File: config.mk
export PLATFORM = sky130hd
export DESIGN_NAME = flash_protection_access_monitor_flat
export DESIGN_NICKNAME = d
export VERILOG_FILES = /design/src/hdl/fpam_pkg.sv /design/src/hdl/fpam_if.sv /design/src/hdl/fpam_cfg.sv /design/src/hdl/fpam_core.sv /design/src/hdl/flash_protection_access_monitor.sv /design/src/flat_wrapper.sv
export SDC_FILE = /design/constraint.sdc
export NUM_CORES = 1
export LEC_CHECK = 0
export ABC_AREA = 1
export BUFFER_PORTS_ARGS = -buffer_cell sky130_fd_sc_hd__buf_2
export CAP_MARGIN = 20
export CORE_ASPECT_RATIO = 0.8
export CORE_UTILIZATION = 58
export DETAILED_ROUTE_END_ITERATION = 10
export GPL_TIMING_DRIVEN = 0
export PLACE_DENSITY = 0.83
export SYNTH_ARGS = -nofsm -noshare
export SYNTH_HDL_FRONTEND = slang
export SYNTH_SLANG_ARGS = --single-unit
File: constraint.sdc
create_clock -name clk_i -period 3.6 [get_ports clk_i]
set_input_delay 0 -clock clk_i [delete_from_list [all_inputs] [get_ports clk_i]]
set_output_delay 0 -clock clk_i [all_outputs]
set_load 0.02 [all_outputs]
File: src/hdl/fpam_pkg.sv
// Package of types, codes and address constants for the flash protection access monitor.
`default_nettype none

package fpam_pkg;

  // Number of 4 KiB RAM pages covered by the execute forbid mask.
  localparam int unsigned RamPages = 64;

  typedef enum logic [1:0] {
    OpRead  = 2'd0,
    OpWrite = 2'd1,
    OpFetch = 2'd2
  } fpam_op_e;

  typedef enum logic [1:0] {
    ViolNone    = 2'd0,
    ViolArchive = 2'd1,
    ViolRamExec = 2'd2
  } fpam_viol_e;

  typedef enum logic [1:0] {
    RegHwGen    = 2'd0,
    RegRomPage  = 2'd1,
    RegExecMask = 2'd2,
    RegHighExec = 2'd3
  } fpam_reg_e;

  // Absolute address windows.
  localparam logic [23:0] ArchiveLo  = 24'h040000;
  localparam logic [23:0] ArchiveHi  = 24'h0fffff;
  localparam logic [23:0] ScreenLo   = 24'h180000;
  localparam logic [23:0] ScreenHi   = 24'h1bffff;
  localparam logic [23:0] ToggleLo   = 24'h1c0000;
  localparam logic [23:0] ToggleHi   = 24'h1fffff;
  localparam logic [23:0] LowRamHi   = 24'h03ffff;
  localparam logic [23:0] HighRamHi  = 24'h1fffff;

  // Windows relative to the flash base (absolute address minus rom_page * 0x10000).
  localparam logic [23:0] FlBootLo   = 24'h000000;
  localparam logic [23:0] FlBootHi   = 24'h00ffff;
  localparam logic [23:0] FlCertLo   = 24'h010000;
  localparam logic [23:0] FlCertHi   = 24'h011fff;
  localparam logic [23:0] FlAuthALo  = 24'h012000;
  localparam logic [23:0] FlAuthAHi  = 24'h017fff;
  localparam logic [23:0] FlProtLo   = 24'h018000;
  localparam logic [23:0] FlProtHi   = 24'h019fff;
  localparam logic [23:0] FlAuthBLo  = 24'h01a000;
  localparam logic [23:0] FlAuthBHi  = 24'h01ffff;
  localparam logic [23:0] FlFetchLo  = 24'h190000;
  localparam logic [23:0] FlFetchHi  = 24'h1fffff;

  localparam logic [7:0] AuthFireCount  = 8'd3;
  localparam logic [7:0] AuthSecondFire = 8'd8;
  localparam logic [7:0] CrashCount     = 8'd4;

  typedef struct packed {
    logic [1:0]  op;
    logic [23:0] address;
    logic [7:0]  write_data;
  } fpam_item_t;

  typedef struct packed {
    logic        memory_enable;
    logic        read_override;
    logic [7:0]  write_data_out;
    logic [1:0]  violation;
    logic        halt_cpu;
    logic        protect_state;
    logic [2:0]  archive_limit_now;
  } fpam_result_t;

  typedef struct packed {
    logic        hw_generation;
    logic [6:0]  rom_page;
    logic [63:0] ram_exec_forbid_mask;
    logic        high_ram_exec_forbid;
  } fpam_cfg_t;

  typedef struct packed {
    logic        protect_flag;
    logic [2:0]  archive_limit_bits;
    logic [7:0]  auth_count_first;
    logic [7:0]  auth_count_second;
    logic [7:0]  toggle_crash_count;
    logic [7:0]  archive_crash_count;
  } fpam_state_t;

  function automatic logic [7:0] sat_inc(input logic [7:0] v);
    sat_inc = (v == 8'hff) ? v : v + 8'd1;
  endfunction

endpackage

`default_nettype wire

File: src/hdl/fpam_if.sv
// Handshake interfaces for the access, result and configuration channels.
`default_nettype none

interface fpam_item_if;
  logic        valid;
  logic        ready;
  logic [1:0]  op;
  logic [23:0] address;
  logic [7:0]  write_data;

  modport source (output valid, output op, output address, output write_data, input ready);
  modport sink (input valid, input op, input address, input write_data, output ready);
endinterface

interface fpam_result_if;
  logic        valid;
  logic        ready;
  logic        memory_enable;
  logic        read_override;
  logic [7:0]  write_data_out;
  logic [1:0]  violation;
  logic        halt_cpu;
  logic        protect_state;
  logic [2:0]  archive_limit_now;

  modport source (
    output valid, output memory_enable, output read_override, output write_data_out,
    output violation, output halt_cpu, output protect_state, output archive_limit_now,
    input ready
  );
  modport sink (
    input valid, input memory_enable, input read_override, input write_data_out,
    input violation, input halt_cpu, input protect_state, input archive_limit_now,
    output ready
  );
endinterface

interface fpam_cfg_if;
  logic        valid;
  logic        ready;
  logic [1:0]  index;
  logic [63:0] data;

  modport source (output valid, output index, output data, input ready);
  modport sink (input valid, input index, input data, output ready);
endinterface

`default_nettype wire

File: src/hdl/fpam_cfg.sv
// Configuration register file of the flash protection access monitor.
`default_nettype none

module fpam_cfg (
  input  wire logic          clk_i,
  input  wire logic          rst_ni,
  fpam_cfg_if.sink           cfg_i,
  output fpam_pkg::fpam_cfg_t cfg_o
);

  fpam_pkg::fpam_cfg_t cfg_q, cfg_d;

  assign cfg_i.ready = 1'b1;

  always_comb begin
    cfg_d = cfg_q;
    if (cfg_i.valid) begin
      case (fpam_pkg::fpam_reg_e'(cfg_i.index))
        fpam_pkg::RegHwGen:    cfg_d.hw_generation        = cfg_i.data[0];
        fpam_pkg::RegRomPage:  cfg_d.rom_page             = cfg_i.data[6:0];
        fpam_pkg::RegExecMask: cfg_d.ram_exec_forbid_mask = cfg_i.data;
        fpam_pkg::RegHighExec: cfg_d.high_ram_exec_forbid = cfg_i.data[0];
        default: ;
      endcase
    end
  end

  always_ff @(posedge clk_i or negedge rst_ni) begin
    if (!rst_ni) begin
      cfg_q.hw_generation        <= 1'b0;
      cfg_q.rom_page             <= 7'd32;
      cfg_q.ram_exec_forbid_mask <= '0;
      cfg_q.high_ram_exec_forbid <= 1'b0;
    end else begin
      cfg_q <= cfg_d;
    end
  end

  assign cfg_o = cfg_q;

endmodule

`default_nettype wire

File: src/hdl/fpam_core.sv
// Single-pass access decode: next monitor state and the result of one access.
`default_nettype none

module fpam_core (
  input  wire fpam_pkg::fpam_item_t  item_i,
  input  wire fpam_pkg::fpam_cfg_t   cfg_i,
  input  wire fpam_pkg::fpam_state_t state_i,
  output fpam_pkg::fpam_state_t  state_o,
  output fpam_pkg::fpam_result_t result_o
);

  logic        first_gen, even, is_write, fire;
  logic        in_archive, in_screen, in_toggle, in_low_ram, in_high_ram;
  logic [24:0] rel;
  logic        rel_ok;
  logic        fl_boot, fl_cert, fl_auth_a, fl_prot, fl_auth_b, fl_fetch;
  logic [23:0] fetch_lo;
  logic [1:0]  bit_idx;
  logic [2:0]  bit_mask;
  logic [7:0]  auth1_inc, auth2_inc, tcc_inc, acc_inc, tcc_new, acc_new;
  logic [5:0]  page;
  logic        page_forbid;

  assign first_gen = !cfg_i.hw_generation;
  assign even      = !item_i.address[0];
  assign is_write  = (fpam_pkg::fpam_op_e'(item_i.op) == fpam_pkg::OpWrite);

  assign in_archive  = (item_i.address >= fpam_pkg::ArchiveLo) &&
                       (item_i.address <= fpam_pkg::ArchiveHi);
  assign in_screen   = (item_i.address >= fpam_pkg::ScreenLo) &&
                       (item_i.address <= fpam_pkg::ScreenHi);
  assign in_toggle   = (item_i.address >= fpam_pkg::ToggleLo) &&
                       (item_i.address <= fpam_pkg::ToggleHi);
  assign in_low_ram  = (item_i.address <= fpam_pkg::LowRamHi);
  assign in_high_ram = (item_i.address <= fpam_pkg::HighRamHi);

  // Address relative to the flash base; a set top bit means below the base.
  assign rel    = {1'b0, item_i.address} - {2'b00, cfg_i.rom_page, 16'h0000};
  assign rel_ok = !rel[24];

  assign fl_boot   = rel_ok && (rel[23:0] >= fpam_pkg::FlBootLo) &&
                     (rel[23:0] <= fpam_pkg::FlBootHi);
  assign fl_cert   = rel_ok && (rel[23:0] >= fpam_pkg::FlCertLo) &&
                     (rel[23:0] <= fpam_pkg::FlCertHi);
  assign fl_auth_a = rel_ok && (rel[23:0] >= fpam_pkg::FlAuthALo) &&
                     (rel[23:0] <= fpam_pkg::FlAuthAHi);
  assign fl_prot   = rel_ok && (rel[23:0] >= fpam_pkg::FlProtLo) &&
                     (rel[23:0] <= fpam_pkg::FlProtHi);
  assign fl_auth_b = rel_ok && (rel[23:0] >= fpam_pkg::FlAuthBLo) &&
                     (rel[23:0] <= fpam_pkg::FlAuthBHi);

  assign fetch_lo = fpam_pkg::FlFetchLo + {5'd0, state_i.archive_limit_bits, 16'h0000};
  assign fl_fetch = rel_ok && (rel[23:0] >= fetch_lo) && (rel[23:0] <= fpam_pkg::FlFetchHi);

  assign bit_idx  = item_i.address[19:18] - 2'd1;
  assign bit_mask = 3'b001 << bit_idx;

  assign auth1_inc = fpam_pkg::sat_inc(state_i.auth_count_first);
  assign auth2_inc = fpam_pkg::sat_inc(state_i.auth_count_second);
  assign tcc_inc   = fpam_pkg::sat_inc(state_i.toggle_crash_count);
  assign acc_inc   = fpam_pkg::sat_inc(state_i.archive_crash_count);
  assign tcc_new   = even ? tcc_inc : state_i.toggle_crash_count;
  assign acc_new   = even ? acc_inc : state_i.archive_crash_count;

  assign fire = (state_i.auth_count_first >= fpam_pkg::AuthFireCount) ||
                (auth2_inc == fpam_pkg::AuthSecondFire);

  assign page        = item_i.address[17:12];
  assign page_forbid = ({1'b0, page} < 7'(fpam_pkg::RamPages)) &&
                       cfg_i.ram_exec_forbid_mask[page];

  always_comb begin
    state_o  = state_i;
    result_o = '0;
    case (fpam_pkg::fpam_op_e'(item_i.op))
      fpam_pkg::OpRead, fpam_pkg::OpWrite: begin
        result_o.memory_enable = 1'b1;
        if (in_archive) begin
          if (!state_i.protect_flag && first_gen) begin
            if (is_write) begin
              state_o.archive_limit_bits = state_i.archive_limit_bits | bit_mask;
            end else begin
              state_o.archive_limit_bits = state_i.archive_limit_bits & ~bit_mask;
            end
          end
        end else if (in_screen) begin
          state_o = state_i;
        end else if (in_toggle) begin
          if (fire) begin
            state_o.protect_flag      = !is_write;
            state_o.auth_count_first  = '0;
            state_o.auth_count_second = '0;
          end else begin
            state_o.auth_count_second = auth2_inc;
            if (first_gen) begin
              state_o.toggle_crash_count = tcc_new;
              if (tcc_new >= fpam_pkg::CrashCount) begin
                state_o.auth_count_first   = '0;
                state_o.auth_count_second  = '0;
                state_o.toggle_crash_count = '0;
                result_o.halt_cpu          = 1'b1;
              end
            end
          end
        end else if (fl_boot || fl_auth_a || fl_auth_b) begin
          if (even) begin
            if (first_gen) begin
              state_o.auth_count_first = auth1_inc;
            end else begin
              state_o.auth_count_second = auth2_inc;
            end
          end
          if (fl_boot && is_write) begin
            result_o.memory_enable = 1'b0;
          end
        end else if (fl_cert) begin
          if (!is_write && state_i.protect_flag) begin
            result_o.memory_enable = 1'b0;
            result_o.read_override = 1'b1;
          end
        end else if (fl_prot) begin
          if (is_write) begin
            result_o.memory_enable = 1'b0;
          end else if (state_i.protect_flag) begin
            result_o.memory_enable = 1'b0;
            result_o.read_override = 1'b1;
          end
        end else begin
          state_o.auth_count_first    = '0;
          state_o.auth_count_second   = '0;
          state_o.toggle_crash_count  = '0;
          state_o.archive_crash_count = '0;
        end
        if (is_write) begin
          result_o.read_override = 1'b0;
          if (result_o.memory_enable) begin
            result_o.write_data_out = item_i.write_data;
          end
        end
      end
      fpam_pkg::OpFetch: begin
        if (first_gen) begin
          if (fl_fetch) begin
            state_o.archive_crash_count = acc_new;
            if (acc_new >= fpam_pkg::CrashCount) begin
              state_o.auth_count_first   = '0;
              state_o.auth_count_second  = '0;
              state_o.toggle_crash_count = '0;
              result_o.halt_cpu          = 1'b1;
              result_o.violation         = fpam_pkg::ViolArchive;
            end
          end
        end else if ((in_low_ram && page_forbid) ||
                     (!in_low_ram && in_high_ram && cfg_i.high_ram_exec_forbid)) begin
          state_o.auth_count_first   = '0;
          state_o.auth_count_second  = '0;
          state_o.toggle_crash_count = '0;
          result_o.halt_cpu          = 1'b1;
          result_o.violation         = fpam_pkg::ViolRamExec;
        end
      end
      default: ;
    endcase
    result_o.protect_state     = state_o.protect_flag;
    result_o.archive_limit_now = state_o.archive_limit_bits;
  end

endmodule

`default_nettype wire

File: src/hdl/flash_protection_access_monitor.sv
// Top level of the flash protection access monitor: input stage, decode, result stage.
//
//   channel   modport  transfer carries
//   item_i    sink     op, address, write_data
//   result_o  source   memory_enable .. archive_limit_now
//   cfg_i     sink     index, data (always ready)
//
// One access per cycle is sustained while result_o.ready is high; an access passes the
// input register, then decode and state update, then the result register.
// Reset clears the protection flag, the archive limit bits and all counters.
// A stalled result holds the result register and, once the input register is
// also full, item_i.ready drops until the result transfer completes.
`default_nettype none

module flash_protection_access_monitor (
  input  wire logic  clk_i,
  input  wire logic  rst_ni,
  fpam_item_if.sink   item_i,
  fpam_result_if.source result_o,
  fpam_cfg_if.sink    cfg_i
);

  fpam_pkg::fpam_item_t   item_q;
  logic                   item_vld_q;
  fpam_pkg::fpam_result_t res_q, res_d;
  logic                   res_vld_q;
  fpam_pkg::fpam_state_t  state_q, state_d;
  fpam_pkg::fpam_cfg_t    cfg;
  logic                   advance;

  fpam_cfg u_cfg (
    .clk_i  (clk_i),
    .rst_ni (rst_ni),
    .cfg_i  (cfg_i),
    .cfg_o  (cfg)
  );

  fpam_core u_core (
    .item_i   (item_q),
    .cfg_i    (cfg),
    .state_i  (state_q),
    .state_o  (state_d),
    .result_o (res_d)
  );

  assign advance      = item_vld_q && (!res_vld_q || result_o.ready);
  assign item_i.ready = !item_vld_q || advance;

  always_ff @(posedge clk_i or negedge rst_ni) begin
    if (!rst_ni) begin
      item_vld_q <= 1'b0;
      res_vld_q  <= 1'b0;
      state_q    <= '0;
    end else begin
      if (item_i.ready) begin
        item_vld_q <= item_i.valid;
      end
      if (advance) begin
        res_vld_q <= 1'b1;
        state_q   <= state_d;
      end else if (result_o.ready) begin
        res_vld_q <= 1'b0;
      end
    end
  end

  always_ff @(posedge clk_i) begin
    if (item_i.valid && item_i.ready) begin
      item_q.op         <= item_i.op;
      item_q.address    <= item_i.address;
      item_q.write_data <= item_i.write_data;
    end
    if (advance) begin
      res_q <= res_d;
    end
  end

  assign result_o.valid             = res_vld_q;
  assign result_o.memory_enable     = res_q.memory_enable;
  assign result_o.read_override     = res_q.read_override;
  assign result_o.write_data_out    = res_q.write_data_out;
  assign result_o.violation         = res_q.violation;
  assign result_o.halt_cpu          = res_q.halt_cpu;
  assign result_o.protect_state     = res_q.protect_state;
  assign result_o.archive_limit_now = res_q.archive_limit_now;

  a_viol_halts: assert property (@(posedge clk_i) disable iff (!rst_ni)
    result_o.valid && (result_o.violation != fpam_pkg::ViolNone) |-> result_o.halt_cpu)
    else $error("violation reported without halting the processor");

  a_override_no_mem: assert property (@(posedge clk_i) disable iff (!rst_ni)
    result_o.valid && result_o.read_override |-> !result_o.memory_enable)
    else $error("read override with memory still enabled");

  a_wdata_enabled: assert property (@(posedge clk_i) disable iff (!rst_ni)
    result_o.valid && (result_o.write_data_out != 8'h00) |-> result_o.memory_enable)
    else $error("write data passed on for a dropped access");

  a_advance_result: assert property (@(posedge clk_i) disable iff (!rst_ni)
    advance |=> result_o.valid && (result_o.protect_state == state_q.protect_flag))
    else $error("decoded access did not reach the result register");

endmodule

`default_nettype wire
File: src/flat_wrapper.sv
// flat-port wrapper written by rule: the top's interface ports become plain ports
module flash_protection_access_monitor_flat 
  (clk_i, rst_ni, item_i_valid, item_i_op, item_i_address, item_i_write_data, item_i_ready, result_o_valid, result_o_memory_enable, result_o_read_override, result_o_write_data_out, result_o_violation, result_o_halt_cpu, result_o_protect_state, result_o_archive_limit_now, result_o_ready, cfg_i_valid, cfg_i_index, cfg_i_data, cfg_i_ready);
  fpam_item_if item_i_i ();
  fpam_result_if result_o_i ();
  fpam_cfg_if cfg_i_i ();
  input  wire logic clk_i;
  input  wire logic rst_ni;
  input wire logic [$bits(item_i_i.valid)-1:0] item_i_valid;
  input wire logic [$bits(item_i_i.op)-1:0] item_i_op;
  input wire logic [$bits(item_i_i.address)-1:0] item_i_address;
  input wire logic [$bits(item_i_i.write_data)-1:0] item_i_write_data;
  output wire logic [$bits(item_i_i.ready)-1:0] item_i_ready;
  output wire logic [$bits(result_o_i.valid)-1:0] result_o_valid;
  output wire logic [$bits(result_o_i.memory_enable)-1:0] result_o_memory_enable;
  output wire logic [$bits(result_o_i.read_override)-1:0] result_o_read_override;
  output wire logic [$bits(result_o_i.write_data_out)-1:0] result_o_write_data_out;
  output wire logic [$bits(result_o_i.violation)-1:0] result_o_violation;
  output wire logic [$bits(result_o_i.halt_cpu)-1:0] result_o_halt_cpu;
  output wire logic [$bits(result_o_i.protect_state)-1:0] result_o_protect_state;
  output wire logic [$bits(result_o_i.archive_limit_now)-1:0] result_o_archive_limit_now;
  input wire logic [$bits(result_o_i.ready)-1:0] result_o_ready;
  input wire logic [$bits(cfg_i_i.valid)-1:0] cfg_i_valid;
  input wire logic [$bits(cfg_i_i.index)-1:0] cfg_i_index;
  input wire logic [$bits(cfg_i_i.data)-1:0] cfg_i_data;
  output wire logic [$bits(cfg_i_i.ready)-1:0] cfg_i_ready;
  assign item_i_i.valid = item_i_valid;
  assign item_i_i.op = item_i_op;
  assign item_i_i.address = item_i_address;
  assign item_i_i.write_data = item_i_write_data;
  assign item_i_ready = item_i_i.ready;
  assign result_o_valid = result_o_i.valid;
  assign result_o_memory_enable = result_o_i.memory_enable;
  assign result_o_read_override = result_o_i.read_override;
  assign result_o_write_data_out = result_o_i.write_data_out;
  assign result_o_violation = result_o_i.violation;
  assign result_o_halt_cpu = result_o_i.halt_cpu;
  assign result_o_protect_state = result_o_i.protect_state;
  assign result_o_archive_limit_now = result_o_i.archive_limit_now;
  assign result_o_i.ready = result_o_ready;
  assign cfg_i_i.valid = cfg_i_valid;
  assign cfg_i_i.index = cfg_i_index;
  assign cfg_i_i.data = cfg_i_data;
  assign cfg_i_ready = cfg_i_i.ready;
  flash_protection_access_monitor u_core (.clk_i(clk_i), .rst_ni(rst_ni), .item_i(item_i_i), .result_o(result_o_i), .cfg_i(cfg_i_i));
endmodule
# Yosys cells after proc, flatten, opt, wreduce, memory -nomap -nowiden
# Index checks and enable logic that the tools add are counted.
# word_totals
in_bits	105
rom_bits	0
ram_bits	0
out_inout_bits	20
mem_count	0
register_bits	162
elab_cells	205
latchBits	0
# classes
bitwise	4
shifts	1
muxes	63
n_lt_le_gt_ge	23
div	0
reduce_logical	51
add_sub_neg	7
n_mul	0
eq_ne	34
# ops
op	n
$mux W32	5
$mux W24	6
$ge A24 B17 Y1 const B	4
$le A24 B17 Y1 const B	4
$mux W8	11
$le A24 B21 Y1 const B	3
$mux W16	4
$pmux W32 S2	1
$ge A24 B21 Y1 const B	2
$add A8 B1 Y8 const B	4
$eq A8 B8 Y1 const B	4
$ne A4 B4 Y1 const B	7
$sub A24 B23 Y25	1
$ge A24 B1 Y1 const B	1
$ge A24 B19 Y1 const B	1
$ge A24 B22 Y1	1
$le A24 B16 Y1 const B	1
$le A24 B18 Y1 const B	1
$le A24 B20 Y1 const B	1
$logic_and A1 B1 Y1	23
$add A21 B19 Y22 const A	1
$mux W1	18
$mux W2	9
$mux W3	6
other kinds (30)	64

# Longest topological paths before layout
# logic_depth
word_depth	12
mapped_depth	22
depth_no_buf	22

# Modules after synthesis
# Synthesis repeated with hierarchy kept, for this count alone.
# hier_totals
hier_cells	1352
area_unflattened_um2	10018.4
# modules_own_cells
mod	instances	seq_area_each_um2	area_each_um2	cells_each
fpam_core	1	0.0	3865.0	802
flash_protection_access_monitor	1	2482.4	3086.7	218
fpam_cfg	1	1828.0	3066.7	332

# Worst setup path after synthesis
# No wires, ideal clock.
# synth_timing
path_type	register -> register
from	register u_core.item_q[24] in the netlist's numbering
to	register u_core.state_q[18] in the netlist's numbering
arrival_ns	2.572
period_less_slack_ns	2.690
path_slack_ns	0.910
n_path_buf	0
required_ns	3.483
path_stages_with_launch	21
setup_ns	0.117
cell_sequence	edfxtp_1 -> inv_1 -> ha_1 -> inv_1 -> fa_1 -> ha_1 -> nand3_1 -> nor2_1 -> nand3_1 -> nand2_1 -> nand2_1 -> nand2_1 -> nand2_1 -> nand2_1 -> nand3_1 -> nand2_1 -> nand3_2 -> nor2_4 -> nand2_4 -> nand2_1 -> nand2_1
# synth_via
elab_chain_len	11
word_cells_on_any_way	59
cone_classes	add/sub: 1; order compare: 19; eq/ne: 8; mux: 7; reduce/logical: 24
# synth_lines
item	line_no	source
start, declared	flash_protection_access_monitor.sv:23	fpam_pkg::fpam_item_t item_q;
$sub A24 B23 Y25	fpam_core.sv:38	assign rel = {1'b0, item_i.address} - {2'b00, cfg_i.rom_page, 16'h0000};
$ge A24 B1 Y1, or another cell as far along	fpam_core.sv:41	assign fl_boot = rel_ok && (rel[23:0] >= fpam_pkg::FlBootLo) &&
$logic_and A1 B1 Y1 (on tied branches) (2 in a row)	fpam_core.sv:41, fpam_core.sv:45	
$logic_or A1 B1 Y1 (2 in a row)	fpam_core.sv:105	end else if (fl_boot || fl_auth_a || fl_auth_b) begin
$mux W16	fpam_core.sv:105	
$mux W24	fpam_core.sv:88	end else if (in_toggle) begin
$mux W32	fpam_core.sv:86	end else if (in_screen) begin
$mux W32	fpam_core.sv:78	if (in_archive) begin
$pmux W32 S2	fpam_core.sv:75	case (fpam_pkg::fpam_op_e'(item_i.op))
end signal, assigned	flash_protection_access_monitor.sv:60	state_q <= state_d;
end, declared	flash_protection_access_monitor.sv:27	fpam_pkg::fpam_state_t state_q, state_d;
# Parallel ways exist; a longest one is shown, timed or not. The select of a mux whose other input is x is not followed.
# A chain may end at the register's enable or synchronous reset.

# Final worst setup path
# Ends and elaborated chain as after synthesis.

==> results.md <==
- Status: finished clean
- Cell area after synthesis: 8900 um^2
- Largest family of logic cells by synthesized area: simple AND/OR/NAND/NOR gates
- Setup TNS: 0 ps
- Final Cycle Share: 90.8%
- Number of synthesized flops with an enable pin: 51
- DP Cell Count: 1328
- Area of the multi-input gates: 4010 um^2
- Drt drc: 0
- CP Cell Sequence: inv_2, ha_1, inv_1, fa_1, ha_1, nand3_1, nor2_1, nand3_1, nand2_1, nand2_1, nand2_1, nand2_1, nand2_1, nand3_1, nand2_1, nand3_2, nor2_4, nand2_4, nand2_1, nand2_1
- # rows: 40
- Port buffer count: 123
- Compound-Gate Fraction of Synth Area: 4.24%
- Crit path max-delay family: simple AND/OR/NAND/NOR gates
- Top Ports: 125
- Clk root buf: clkbuf_16
- DRT Pass-1 Iters: 6
- Detailed Route Iter0 Violations: 898
- Share of layout cells above drive strength 1: 24.3%
- CP peak stage delay: 510 ps
- Hold_ws: 118 ps
- Worst-Margin Slew: 836 ps
- CTS tree: built
- Non-filler cells, final: 1472
- Vias in the first global route: 8525
- Max Slew Vio Count: 0
- Design area: 11500 um^2
- Yosys cell types: 50
- Crit path buf inv count: 2
- Synth Instances: 1014
- CP max stage cell: fa_1
- Setup Crit Path Kind: reg2reg
- Via count: 8277
- Pwr Total: 5380 uW
- Leakage power figure: 0.00553 uW
- Synth async-reset ratio: 68.5%
- VDD IR max: 0.466 mV
- Worst Path Max Fanout: 8
- Final Setup Violations: 0
- Routability cong.: 0.901
- Synthesized Nets: 1140
- Final-report hold violation count: 0
- Data arrival, critical path: 3580 ps
- WL final: 25500 um
- Clock buffer count from CTS: 17
- Worst path required time: 3910 ps
- Antenna violations before repair: 1
- Post-DP HPWL: 14700 um
- Mux cell area share after synthesis: 6.96%
- Via density: 5.62
- CP startpoint kind: flip-flop
- Fin crit period: 3270 ps
- Worst min-delay path class: in2async
- Pwr/cell area: 469 nW/um^2
- Post-synth top flop: dfrtp_1
- Most used cell, CP: nand2_1
- Num Clock Sinks: 162
- Synth Area per Inst: 8.78 um^2
- Yosys warnings: 0
- Slew HR: 44.2%
- Simple-Gate Fraction of Synth Area: 29.7%
- First-pass GRT wire length: 41500 um
- Nets: 1395
- Routed length per instance: 17.3 um
- Synthesis-stage register bit count: 162
- Die Width: 141 um
- Clock-pin slew of the registers on the worst-case setup and hold paths: 70 ps
- Clk_lat worst skew: 440 ps
- Max frequency: 306 MHz
- Max cap viols: 0
- RSZ-0062 raised after global routing: no
- Most frequent cells in the layout: nand2_1, buf_2, dfrtp_1
- Post-synthesis adder-cell area fraction: 3.04%
- Post-synthesis sequential area ratio: 48.4%
- Clk_skew: 15.2 ps
- Routed Antenna Nets: 0
- Core Area: 15000 um^2
- Layout area overhead: 28.9%
- H-tree lvl count: 4
- Filler Cell Count: 904
- Most common cell after layout, fill and taps aside: nand2_1
- Pin count of the biggest net entering global routing: 71
- Crit. End Element: flip-flop
- CTS Buffer Depth: 2
- FF+latch area: 4310 um^2
- Initial Util: 59.3%
- Die height: 113 um
- Tot GR Track Use: 34.0%
- Placed Area: 9810 um^2
- Die area: 15900 um^2
- GRT Residual Overflow: 0
- Post-Synth XOR/XNOR Area: 1.08%
timing repair:
action | in CTS | in global routing
hold endpoints to repair | 150 | 0
setup buffers | 0 | 2
hold buffers | 109 | 0
resized for setup | 0 | 1
endpoints found under the setup margin | 0 | 8
sequential cells by signal, summed over array words and instances, names as in the netlist:
| register | cells |
|---|---|
| u_core.state_q | 36 |
| u_core.result_o.memory_enable | 1 |
| u_core.result_o.violation | 2 |
| u_core.result_o.archive_limit_now | 3 |
| u_core.result_o.valid | 1 |
| u_core.item_q | 34 |
| u_core.u_cfg.cfg_o | 73 |
| u_core.result_o.read_override | 1 |
| u_core.result_o.write_data_out | 8 |
| u_core.result_o.protect_state | 1 |
| u_core.result_o.halt_cpu | 1 |
| u_core.item_vld_q | 1 |
metrics by stage:
step / setup slack (ps) / util, %
after floorplan: 910 / -
after global placement: 403 / 65.0
after detailed placement: 342 / 65.4
after CTS: 265 / 76.3
after global routing: 81.0 / 76.4
final: 333 / 76.4
cells by family (layout without fill, tap and decap cells):
kind of cell,after synthesis,count (layout)
XOR/XNOR,11,11
AO/OA/AOI/OAI,68,68
AND/OR/NAND/NOR,553,553
flip-flops,162,162
other,1,2
multiplexers,55,55
buffers and inverters,143,411
adder cells (fa/ha/maj),21,21
synthesized netlist by cell type, types with 2 or more instances:
master	instances	share of area [%]
edfxtp_1	51	17
nand3_4	4	0.79
nand3_2	7	0.79
o21ai_1	2	0.11
a21oi_1	16	0.90
nor4_1	6	0.42
inv_1	109	4.6
mux2_2	55	7.0
o21ai_0	38	2.1
nand2_1	272	11
buf_4	6	0.51
ha_1	20	2.8
nor2_2	19	1.3
nand2_4	5	0.63
inv_2	9	0.38
buf_2	6	0.34
nor2_8	2	0.45
nand3_1	92	5.2
nand3b_1	2	0.17
nor3_1	9	0.51
nor2_1	77	3.2
dfrtp_1	110	31
nand4_1	20	1.4
buf_6	2	0.25
xnor2_1	2	0.20
nand2_2	26	1.8
nor2_4	5	0.63
o31ai_1	4	0.34
xor2_1	9	0.89
clkbuf_1	9	0.38
routing by layer:
metal / track usage [%] / wire length [um] / vias to the layer above
li1: - / - / 3821
met1: 41.4 / 9960 / 3869
met2: 55.4 / 12200 / 463
met3: 8.04 / 2040 / 124
met4: 20.9 / 1270 / 0
met5: 0 / 0 / -
worst reg2reg max path, stage by stage, from the launching register on:
cell	delay (ps)
edfxtp_1	420
inv_2	170
ha_1	170
inv_1	40
fa_1	510
ha_1	340
nand3_1	80
nor2_1	130
nand3_1	90
nand2_1	90
nand2_1	60
nand2_1	60
nand2_1	50
nand2_1	120
nand3_1	90
nand2_1	110
nand3_2	110
nor2_4	230
nand2_4	130
nand2_1	80
nand2_1	60
final timing paths:
kind	startpoint	to	slack [ps]	cells past startpoint
min in group clk_i	item_i_address[17]	u_core.item_q[25]$_DFFE_PP_	270	2
max in group asynchronous	rst_ni	u_core.u_cfg.cfg_o[70]$_DFFE_PN1P_	2700	3
max	u_core.item_q[24]$_DFFE_PP_	u_core.state_q[18]$_DFFE_PN0P_	330	20
max reg2reg	u_core.item_q[24]$_DFFE_PP_	u_core.state_q[18]$_DFFE_PN0P_	330	20
min	rst_ni	u_core.u_cfg.cfg_o[29]$_DFFE_PN0P_	120	2
min reg2reg	u_core.u_cfg.cfg_o[4]$_DFFE_PN0P_	u_core.u_cfg.cfg_o[4]$_DFFE_PN0P_	500	2
power by group:
| group | leakage [uW] | internal, uW | switching (uW) |
|---|---|---|---|
| combinational | 0.00336 | 532 | 777 |
| clock | 0.000277 | 937 | 809 |
| sequential | 0.00189 | 2170 | 162 |
| total | 0.00553 | 3640 | 1750 |
layout make-up:
type | instances | area share (%)
tap | 189 | 2.06
sequential | 162 | 37.6
inverter | 119 | 3.89
timing repair buffer | 236 | 15.5
buffer | 24 | 1.19
clock buffer | 19 | 3.96
antenna | 1 | 0.0218
multi-input combinational | 709 | 34.9
clock inverter | 13 | 0.862
Power figures use the tool's default switching activity.
